## src/hw/rtl/assert_macros.svh

```systemverilog
// Assertion macros shared by the kd-tree search RTL.
// Expects signals clk and rst_n in the scope of each use.
`ifndef ASSERT_MACROS_SVH
`define ASSERT_MACROS_SVH

// Property checked on every clock edge outside reset.
`define KDK_ASSERT(lbl, prop, msg) \
  lbl: assert property (@(posedge clk) disable iff (!rst_n) (prop)) else $error(msg);

// Same-cycle implication checked outside reset.
`define KDK_ASSERT_IMPLY(lbl, pre, post, msg) \
  lbl: assert property (@(posedge clk) disable iff (!rst_n) (pre) |-> (post)) else $error(msg);

`endif

```

## src/hw/rtl/kdk_pkg.sv

```systemverilog
// Package for the kd-tree k-nearest search: sizes, payload types,
// controller states and the command/status structs. No dependencies.
package kdk_pkg;

  localparam int NODES       = 4096;
  localparam int NODE_W      = $clog2(NODES);
  localparam int K_MAX       = 64;
  localparam int CNT_W       = $clog2(K_MAX + 1);
  localparam int COORD_W     = 24;
  localparam int DIFF_W      = COORD_W + 1;
  localparam int DIST_W      = 2 * COORD_W + 1;
  localparam int ACC_W       = DIST_W + 1;
  localparam int AXIS_W      = 2;
  localparam int RAD_W       = 24;
  localparam int STACK_DEPTH = NODE_W;
  localparam int SP_W        = $clog2(STACK_DEPTH + 1);
  localparam int CAND_DEPTH  = K_MAX + 2;
  localparam int CAND_AW     = $clog2(CAND_DEPTH);

  localparam logic CMD_LOAD  = 1'b0;
  localparam logic CMD_QUERY = 1'b1;

  localparam logic [AXIS_W-1:0] AX_X = 2'd0;
  localparam logic [AXIS_W-1:0] AX_Y = 2'd1;

  typedef enum logic [1:0] {PH_DOWN, PH_FAR, PH_DONE} ph_t;

  typedef enum logic [2:0] {SQ_RAD, SQ_AXIS, SQ_X, SQ_Y, SQ_Z} sq_sel_t;

  typedef enum logic [1:0] {A_S, A_2P, A_I} a_sel_t;

  typedef enum logic [4:0] {
    ST_IDLE, ST_RAD, ST_INIT, ST_READ, ST_EVAL, ST_PLANE,
    ST_DY, ST_DZ, ST_DSUM, ST_CMP,
    ST_B_RD, ST_B_LD, ST_S_RD, ST_S_CMP, ST_S_END,
    ST_EMIT, ST_E_RD, ST_E_OUT, ST_EMPTY
  } state_t;

  typedef struct packed {
    logic                      cmd;
    logic [NODE_W-1:0]         node_addr;
    logic signed [COORD_W-1:0] pos_x;
    logic signed [COORD_W-1:0] pos_y;
    logic signed [COORD_W-1:0] pos_z;
    logic [AXIS_W-1:0]         split_axis;
    logic [RAD_W-1:0]          max_radius;
    logic [CNT_W-1:0]          k_wanted;
  } in_item_t;

  typedef struct packed {
    logic [NODE_W-1:0] node_index;
    logic [DIST_W-1:0] dist_sq;
    logic [CNT_W-1:0]  found_count;
    logic [DIST_W-1:0] bound_sq;
    logic              is_empty;
    logic              last;
  } out_item_t;

  typedef struct packed {
    logic [COORD_W-1:0] x;
    logic [COORD_W-1:0] y;
    logic [COORD_W-1:0] z;
    logic [AXIS_W-1:0]  axis;
  } tree_ent_t;

  typedef struct packed {
    logic [DIST_W-1:0] dsq;
    logic [NODE_W-1:0] node;
  } cand_t;

  typedef struct packed {
    logic [NODE_W-1:0] idx;
    ph_t               ph;
  } stack_ent_t;

  typedef struct packed {
    logic    accept;
    sq_sel_t sq_sel;
    a_sel_t  a_sel;
    logic    q_init;
    logic    push_near;
    logic    plane;
    logic    pop;
    logic    acc_load;
    logic    acc_add;
    logic    append;
    logic    build_start;
    logic    bld_load;
    logic    replace_start;
    logic    sift_fin;
    logic    sift_step;
    logic    s_dec;
    logic    set_built;
    logic    emit_first;
    logic    emit_next;
    logic    out_empty;
  } ctl_cmd_t;

  typedef struct packed {
    logic is_query;
    logic internal;
    ph_t  ph;
    logic k_zero;
    logic nc_zero;
    logic dist_lt;
    logic found_lt_k;
    logic built;
    logic half_zero;
    logic s_one;
    logic p_leaf;
    logic sift_stop;
    logic sp_one;
    logic found_zero;
    logic last_out;
  } ctl_sts_t;

endpackage

```

## src/hw/rtl/kdk_ctrl.sv

```systemverilog
// Controller state machine of the kd-tree search: sequences walk, heap
// and emission. Depends on kdk_pkg; drives kdk_datapath by ctl_cmd_t.
module kdk_ctrl (
  input  logic              clk,
  input  logic              rst_n,
  input  logic              in_valid,
  output logic              in_ready,
  output logic              out_valid,
  input  logic              out_ready,
  input  kdk_pkg::ctl_sts_t sts,
  output kdk_pkg::ctl_cmd_t cmd
);

  kdk_pkg::state_t state_r, state_nxt;

  always_ff @(posedge clk) begin
    if (!rst_n) begin
      state_r <= kdk_pkg::ST_IDLE;
    end else begin
      state_r <= state_nxt;
    end
  end

  always_comb begin
    state_nxt = state_r;
    cmd       = '0;
    cmd.sq_sel = kdk_pkg::SQ_RAD;
    cmd.a_sel  = kdk_pkg::A_I;
    in_ready  = 1'b0;
    out_valid = 1'b0;
    unique case (state_r)
      kdk_pkg::ST_IDLE: begin
        in_ready = 1'b1;
        if (in_valid) begin
          cmd.accept = 1'b1;
          if (sts.is_query) state_nxt = kdk_pkg::ST_RAD;
        end
      end
      kdk_pkg::ST_RAD: begin
        cmd.sq_sel = kdk_pkg::SQ_RAD;
        state_nxt  = kdk_pkg::ST_INIT;
      end
      kdk_pkg::ST_INIT: begin
        cmd.q_init = 1'b1;
        state_nxt  = (sts.k_zero || sts.nc_zero) ? kdk_pkg::ST_EMIT : kdk_pkg::ST_READ;
      end
      kdk_pkg::ST_READ: state_nxt = kdk_pkg::ST_EVAL;
      kdk_pkg::ST_EVAL: begin
        priority if (sts.ph == kdk_pkg::PH_DOWN && sts.internal) begin
          cmd.push_near = 1'b1;
          state_nxt     = kdk_pkg::ST_READ;
        end else if (sts.ph == kdk_pkg::PH_FAR) begin
          cmd.sq_sel = kdk_pkg::SQ_AXIS;
          state_nxt  = kdk_pkg::ST_PLANE;
        end else begin
          cmd.sq_sel = kdk_pkg::SQ_X;
          state_nxt  = kdk_pkg::ST_DY;
        end
      end
      kdk_pkg::ST_PLANE: begin
        cmd.plane = 1'b1;
        state_nxt = kdk_pkg::ST_READ;
      end
      kdk_pkg::ST_DY: begin
        cmd.acc_load = 1'b1;
        cmd.sq_sel   = kdk_pkg::SQ_Y;
        state_nxt    = kdk_pkg::ST_DZ;
      end
      kdk_pkg::ST_DZ: begin
        cmd.acc_add = 1'b1;
        cmd.sq_sel  = kdk_pkg::SQ_Z;
        state_nxt   = kdk_pkg::ST_DSUM;
      end
      kdk_pkg::ST_DSUM: begin
        cmd.acc_add = 1'b1;
        state_nxt   = kdk_pkg::ST_CMP;
      end
      kdk_pkg::ST_CMP: begin
        priority if (!sts.dist_lt || sts.found_lt_k) begin
          cmd.append = sts.dist_lt;
          cmd.pop    = 1'b1;
          state_nxt  = sts.sp_one ? kdk_pkg::ST_EMIT : kdk_pkg::ST_READ;
        end else if (!sts.built && !sts.half_zero) begin
          cmd.build_start = 1'b1;
          state_nxt       = kdk_pkg::ST_B_RD;
        end else begin
          cmd.set_built     = 1'b1;
          cmd.replace_start = 1'b1;
          state_nxt         = kdk_pkg::ST_S_RD;
        end
      end
      kdk_pkg::ST_B_RD: begin
        cmd.a_sel = kdk_pkg::A_S;
        state_nxt = kdk_pkg::ST_B_LD;
      end
      kdk_pkg::ST_B_LD: begin
        cmd.bld_load = 1'b1;
        state_nxt    = kdk_pkg::ST_S_RD;
      end
      kdk_pkg::ST_S_RD: begin
        cmd.a_sel = kdk_pkg::A_2P;
        if (sts.p_leaf) begin
          cmd.sift_fin = 1'b1;
          state_nxt    = kdk_pkg::ST_S_END;
        end else begin
          state_nxt = kdk_pkg::ST_S_CMP;
        end
      end
      kdk_pkg::ST_S_CMP: begin
        cmd.a_sel = kdk_pkg::A_2P;
        if (sts.sift_stop) begin
          cmd.sift_fin = 1'b1;
          state_nxt    = kdk_pkg::ST_S_END;
        end else begin
          cmd.sift_step = 1'b1;
          state_nxt     = kdk_pkg::ST_S_RD;
        end
      end
      kdk_pkg::ST_S_END: begin
        priority if (sts.built) begin
          cmd.pop   = 1'b1;
          state_nxt = sts.sp_one ? kdk_pkg::ST_EMIT : kdk_pkg::ST_READ;
        end else if (sts.s_one) begin
          cmd.set_built     = 1'b1;
          cmd.replace_start = 1'b1;
          state_nxt         = kdk_pkg::ST_S_RD;
        end else begin
          cmd.s_dec = 1'b1;
          state_nxt = kdk_pkg::ST_B_RD;
        end
      end
      kdk_pkg::ST_EMIT: begin
        if (sts.found_zero) begin
          state_nxt = kdk_pkg::ST_EMPTY;
        end else begin
          cmd.emit_first = 1'b1;
          state_nxt      = kdk_pkg::ST_E_RD;
        end
      end
      kdk_pkg::ST_E_RD: begin
        cmd.a_sel = kdk_pkg::A_I;
        state_nxt = kdk_pkg::ST_E_OUT;
      end
      kdk_pkg::ST_E_OUT: begin
        cmd.a_sel = kdk_pkg::A_I;
        out_valid = 1'b1;
        if (out_ready) begin
          if (sts.last_out) begin
            state_nxt = kdk_pkg::ST_IDLE;
          end else begin
            cmd.emit_next = 1'b1;
            state_nxt     = kdk_pkg::ST_E_RD;
          end
        end
      end
      kdk_pkg::ST_EMPTY: begin
        cmd.out_empty = 1'b1;
        out_valid     = 1'b1;
        if (out_ready) state_nxt = kdk_pkg::ST_IDLE;
      end
      default: state_nxt = kdk_pkg::ST_IDLE;
    endcase
  end

endmodule

```

## config.mk

```make
export PLATFORM = sky130hd
export DESIGN_NAME = kdk_ctrl
export DESIGN_NICKNAME = d
export VERILOG_FILES = /design/src/hw/rtl/assert_macros.svh /design/src/hw/rtl/kdk_pkg.sv /design/src/hw/rtl/kdk_ctrl.sv
export SDC_FILE = /design/constraint.sdc
export NUM_CORES = 1
export LEC_CHECK = 0
export CORE_MARGIN = 2
export CORE_UTILIZATION = 50
export CTS_BUF_LIST = sky130_fd_sc_hd__clkbuf_8
export DETAILED_ROUTE_END_ITERATION = 7
export DONT_BUFFER_PORTS = 1
export PLACE_DENSITY = 0.72
export SLEW_MARGIN = 20
export SYNTH_ARGS = -nofsm -noshare
export SYNTH_HDL_FRONTEND = slang
export SYNTH_SLANG_ARGS = --single-unit
```

## constraint.sdc

```tcl
create_clock -name clk -period 1.75 [get_ports clk]
set_clock_uncertainty 0.05 [all_clocks]
set_input_delay 0.2625 -clock clk [delete_from_list [all_inputs] [get_ports clk]]
set_output_delay 0.2625 -clock clk [all_outputs]
set_load 0.01 [all_outputs]
```

## Word level (Yosys, flattened, before mapping)

Cells that the tools add are included.

- Flip-flop bits (word level): 5
- Bits of input ports: 20
- Output and inout port bits: 25
- Logic and storage cells: 96

- Eq/ne operators: 23
- Multiplexer cells: 59
- Reductions and logical operators: 13

Operators by type and width:

| operator | number |
|---|---|
| one-hot mux 5 bit (19 select lines) | 1 |
| equality test 5 x 4 -> 1 bit (second input constant) | 8 |
| 2-to-1 mux 5 bit | 8 |
| 2-to-1 mux 1 bit | 32 |
| equality test 5 x 3 -> 1 bit (second input constant) | 4 |
| 2-to-1 mux 2 bit | 8 |
| equality test 5 bit (second input constant) | 3 |
| equality test 5 x 2 -> 1 bit (second input constant) | 2 |
| one-hot mux 3 bit (3 select lines) | 1 |
| 2-to-1 mux 4 bit | 2 |
| inequality test 2 bit (second input constant) | 4 |
| one-hot mux 1 bit (2 select lines) | 4 |
| 2-to-1 mux 3 bit | 2 |
| OR reduction 2 bit | 3 |
| equality test 5 x 1 -> 1 bit (second input constant) | 1 |
| logical NOT 5 bit | 1 |
| one-hot mux 2 bit (2 select lines) | 1 |
| AND reduction 4 bit | 1 |
| logical NOT 1 bit | 3 |
| equality test 2 x 1 -> 1 bit (second input constant) | 1 |
| logical AND 1 bit | 2 |
| logical NOT 2 bit | 1 |
| logical OR 1 bit | 2 |

## Logic depth before layout (Yosys ltp)

- Word-level depth: 5
- Depth in mapped cells: 7
- Gate-level depth less buffers: 5

## Worst setup path after synthesis

No wires, ideal clock.

- Kind: register to output
- Start: reg state_r[1]
- End: out cmd[7] in the netlist's numbering
- Arrival time: 1,520 ps
- Data required time: 1,437 ps
- Slack: -83 ps
- Cell stages (with the launch flop): 8
- Path buffers: 3
- Cells stage by stage: dfxtp_1 > buf_4 > nand2_1 > or4_1 > buf_2 > nor2_1 > o2bb2ai_1 > buf_4

RTL lines:

| element | RTL line | source |
|---|---|---|
| from (decl) | kdk_ctrl.sv:14 | `kdk_pkg::state_t state_r, state_nxt;` |
| from (signal assigned) | kdk_ctrl.sv:18 | `state_r <= kdk_pkg::ST_IDLE;` |
| from (signal assigned) | kdk_ctrl.sv:20 | `state_r <= state_nxt;` |
| to (decl) | kdk_ctrl.sv:11 | `output kdk_pkg::ctl_cmd_t cmd` |

## Worst setup path in the final report

- Start: reg state_r[3]
- End: out cmd[7] in the netlist's numbering

- Cells in the longest elaborated chain, start to end: 2
- Elaborated cells between the ends (all ways): 3
- Those cells by class: eq/ne (2); mux (1)

RTL lines:

| element | RTL line | source |
|---|---|---|
| equality test 5 x 4 -> 1 bit | kdk_ctrl.sv:31 | `unique case (state_r)` |
| one-hot mux 1 bit (2 select lines) (*) | kdk_ctrl.sv:31 |  |

Mark *: on every way between the ends. The rest lies on a longest branch, timed or not.

==> flow_summary.ini <==
[worst_setup_path]
crit_buf_inv = 1
cp_max_fo = 4
cpPeakStageDelay_ns = 0.58
r2r_start = state_r[3]
path_cells = inv_2, or4_4, nor2_4, o2bb2ai_4
end_kind = output port
crit_path_end = cmd[7]
r2r_cells = 6
worstReg2RegEnd = state_r[4]
cp_slowest_cell = or4_4
cp_top_family = simple AND/OR/NAND/NOR gates
critPathKind = reg -> out
cp.depth = 4
cp.arrival_ns = 1.50
cp-start-kind = flip-flop
startpoint = state_r[3]
required_ns = 1.44
r2r_slack_ns = 0.06

[flow_run]
max_cap_violations = 0

[power_and_ir_drop]
ir_drop_mv = 1.14
p_leak_nw = 0.480
powerDensity_mw_per_mm2 = 1510

[global_route]
track_usage_pct = 29.4
grt_pass1_wl_mm = 4.22
grt_max_degree = 13
antenna_found_initial = 0
grt_pass1_vias = 954
gr-total-overflow = 0

[timing]
rsz0062_at_grt = true
fmax_mhz = 553
hold_viol = 0
fin_crit_ns = 1.81
slew_headroom_pct = 68.0
finalCritPeriodShare_pct = 103
finalWorstSetupSlack_ns = -0.0590
setup_viol = 6
worstMarginPinSlew_ns = 0.479
drv_slew = 0

[final_layout]
layout-drive-gt1-share_pct = 40.8
fin_nets = 173
fillCellCount = 110
top_regs = state_r: 5 flops
largest_reg_flops = 5
top_register = state_r
insertedDiodeCount = 0
final_common_cell = buf_4
final_cell_mix = 29 x buf_4, 13 x nor2_1, 11 x nand2_1
area_growth_pct = 46.9
stdcell_count = 168
fin_util_pct = 78.3

[placed_design]
globalplace.congestion = 0.930
place_inst = 159
dp_hpwl_mm = 2.01
io_buffers = 0

[drt]
wl_per_cell_um = 17.3
vias_per_cell = 6.56
detail-route-antenna-nets = 0
dr.pass1.iters = 4
drc_errors = 0
dr_total_vias = 1102
drt_iter0_markers = 71
routed_wl_mm = 2.91

[floorplanning]
die-area_sq_mm = 0.00194
io_pins = 45
fp-row-count = 14
start_util_pct = 53.3
die_height_um = 44.1
die_w_um = 44.1
core_area_sq_mm = 0.00151

[synthesis]
synthCells = 128
yosys_register_bits = 5
synth_seq_area_share_pct = 12.5
syn-num-nets = 148
synth_warnings = 0
syn-cell-area_sq_um = 803
ys_types = 38
avgSynthCellArea_sq_um = 6.28

[clock_tree]
cts_root_buf = clkbuf_8
insertion_delay_ns = 0.23
clock-sinks = 5
numCtsBuffers = 3
clk_pin_slew_ns = 0.04
tritoncts = yes
cts_max_level = 1
cts.path.max_buffers = 2

[status]
violations = negative setup slack
status = complete, but fails checks

[worst_hold_path]
hold_path_class = in -> reg
-- cells in the mapped netlist --
library cell  count  share of area (%)
o2bb2ai_1         1                1.1
o32ai_2           1                2.0
nor3_2            1                1.2
a21oi_1           4                2.5
o22ai_1           1               0.78
inv_1             3                1.4
nor2b_1           8                6.2
and3_1            3                2.3
o31a_1            2                2.2
or3_1             1               0.78
a22oi_1           2                1.9
nand2b_1          8                6.2
nor3b_1           2                1.9
nand3_1           2                1.2
a221oi_1          1                1.1
o21bai_1          1               0.93
nor2_1           15                7.0
dfxtp_1           5                 12
nor4_1            2                1.6
a211oi_1          1               0.93
a221o_1           1                1.2
o22ai_2           1                1.6
a22o_1            1                1.1
a31oi_1           1               0.78
clkbuf_1          5                2.3
buf_2             4                2.5
a31o_2            1                1.1
or4_1             1               0.93
nand3b_1          4                3.7
mux2i_1           1                1.2
o21a_1            3                2.8
a2111oi_0         1                1.1
nor3_1           13                8.1
buf_4             2                1.9
o21ai_0          10                6.2
xnor2_1           1                1.1
nand2_1          13                6.1
inv_2             1               0.47
-- how the worst min path moves through the flow --
stage	cells past startpoint	from	end
3_3_place_gp	1	rst_n	state_r[3]
5_1_grt	1	rst_n	state_r[4]
3_5_place_dp	1	rst_n	state_r[3]
2_1_floorplan	1	rst_n	state_r[4]
4_1_cts	1	rst_n	state_r[3]
6_report	1	rst_n	state_r[4]
-- per-stage QoR --
| stage | TNS (ns) | instance area, sq um | setup slack (ns) | total power [mW] | hold slack, ns |
|---|---|---|---|---|---|
| after floorplan | 0 | 850 | 0.00157 | 0.929 | 0.330 |
| after global placement | 0 | 998 | 0.108 | 1.28 | 0.343 |
| after detailed placement | 0 | 998 | 0.0379 | 1.31 | 0.342 |
| after CTS | -0.217 | 1100 | -0.0482 | 1.58 | 0.103 |
| after global routing | -0.556 | 1180 | -0.0968 | 1.90 | 0.100 |
| final | -0.261 | 1180 | -0.0590 | 1.78 | 0.101 |
-- what timing repair did --
action,4_1_cts,5_1_grt
resized for setup,8,18
hold buffers,0,0
pin swaps,2,2
setup endpoints to repair,9,20
setup buffers,3,2
-- cell type report --
cell class                 count  area (sq um)  share of cell area (%)
timing repair buffer          31           240                    20.4
clock buffer                   3          41.3                    3.50
multi-input combinational    108           748                    63.4
sequential                     5           111                    9.44
clock inverter                 1          3.75                   0.318
tap                           16          20.0                    1.70
inverter                       4          15.0                    1.27
-- cells by family (layout without fill, tap and decap cells) --
group           Yosys count  in the layout  synth area share (%)
compound gates           33             33                  29.3
flops                     5              5                  12.5
simple gates             73             73                  47.4
mux                       1              1                  1.25
buf+inv                  15             39                  8.57
xor+xnor                  1              1                  1.09
-- where the power goes --
part | switching, mW | total, mW | internal (mW)
clock network | 0.0685 | 0.220 | 0.151
registers | 0.0830 | 0.253 | 0.170
logic | 0.692 | 1.31 | 0.618
total | 0.843 | 1.78 | 0.939
-- per-layer routing --
layer  up-vias  routed length [um]  track usage, %
li1        507                   -               -
met2        66                1440            47.6
met5         -                   0               0
met4         0                  70            12.7
met1       521                1130            37.4
met3         8                 258            6.53
Note: power is estimated with default switching activity, not from simulation.
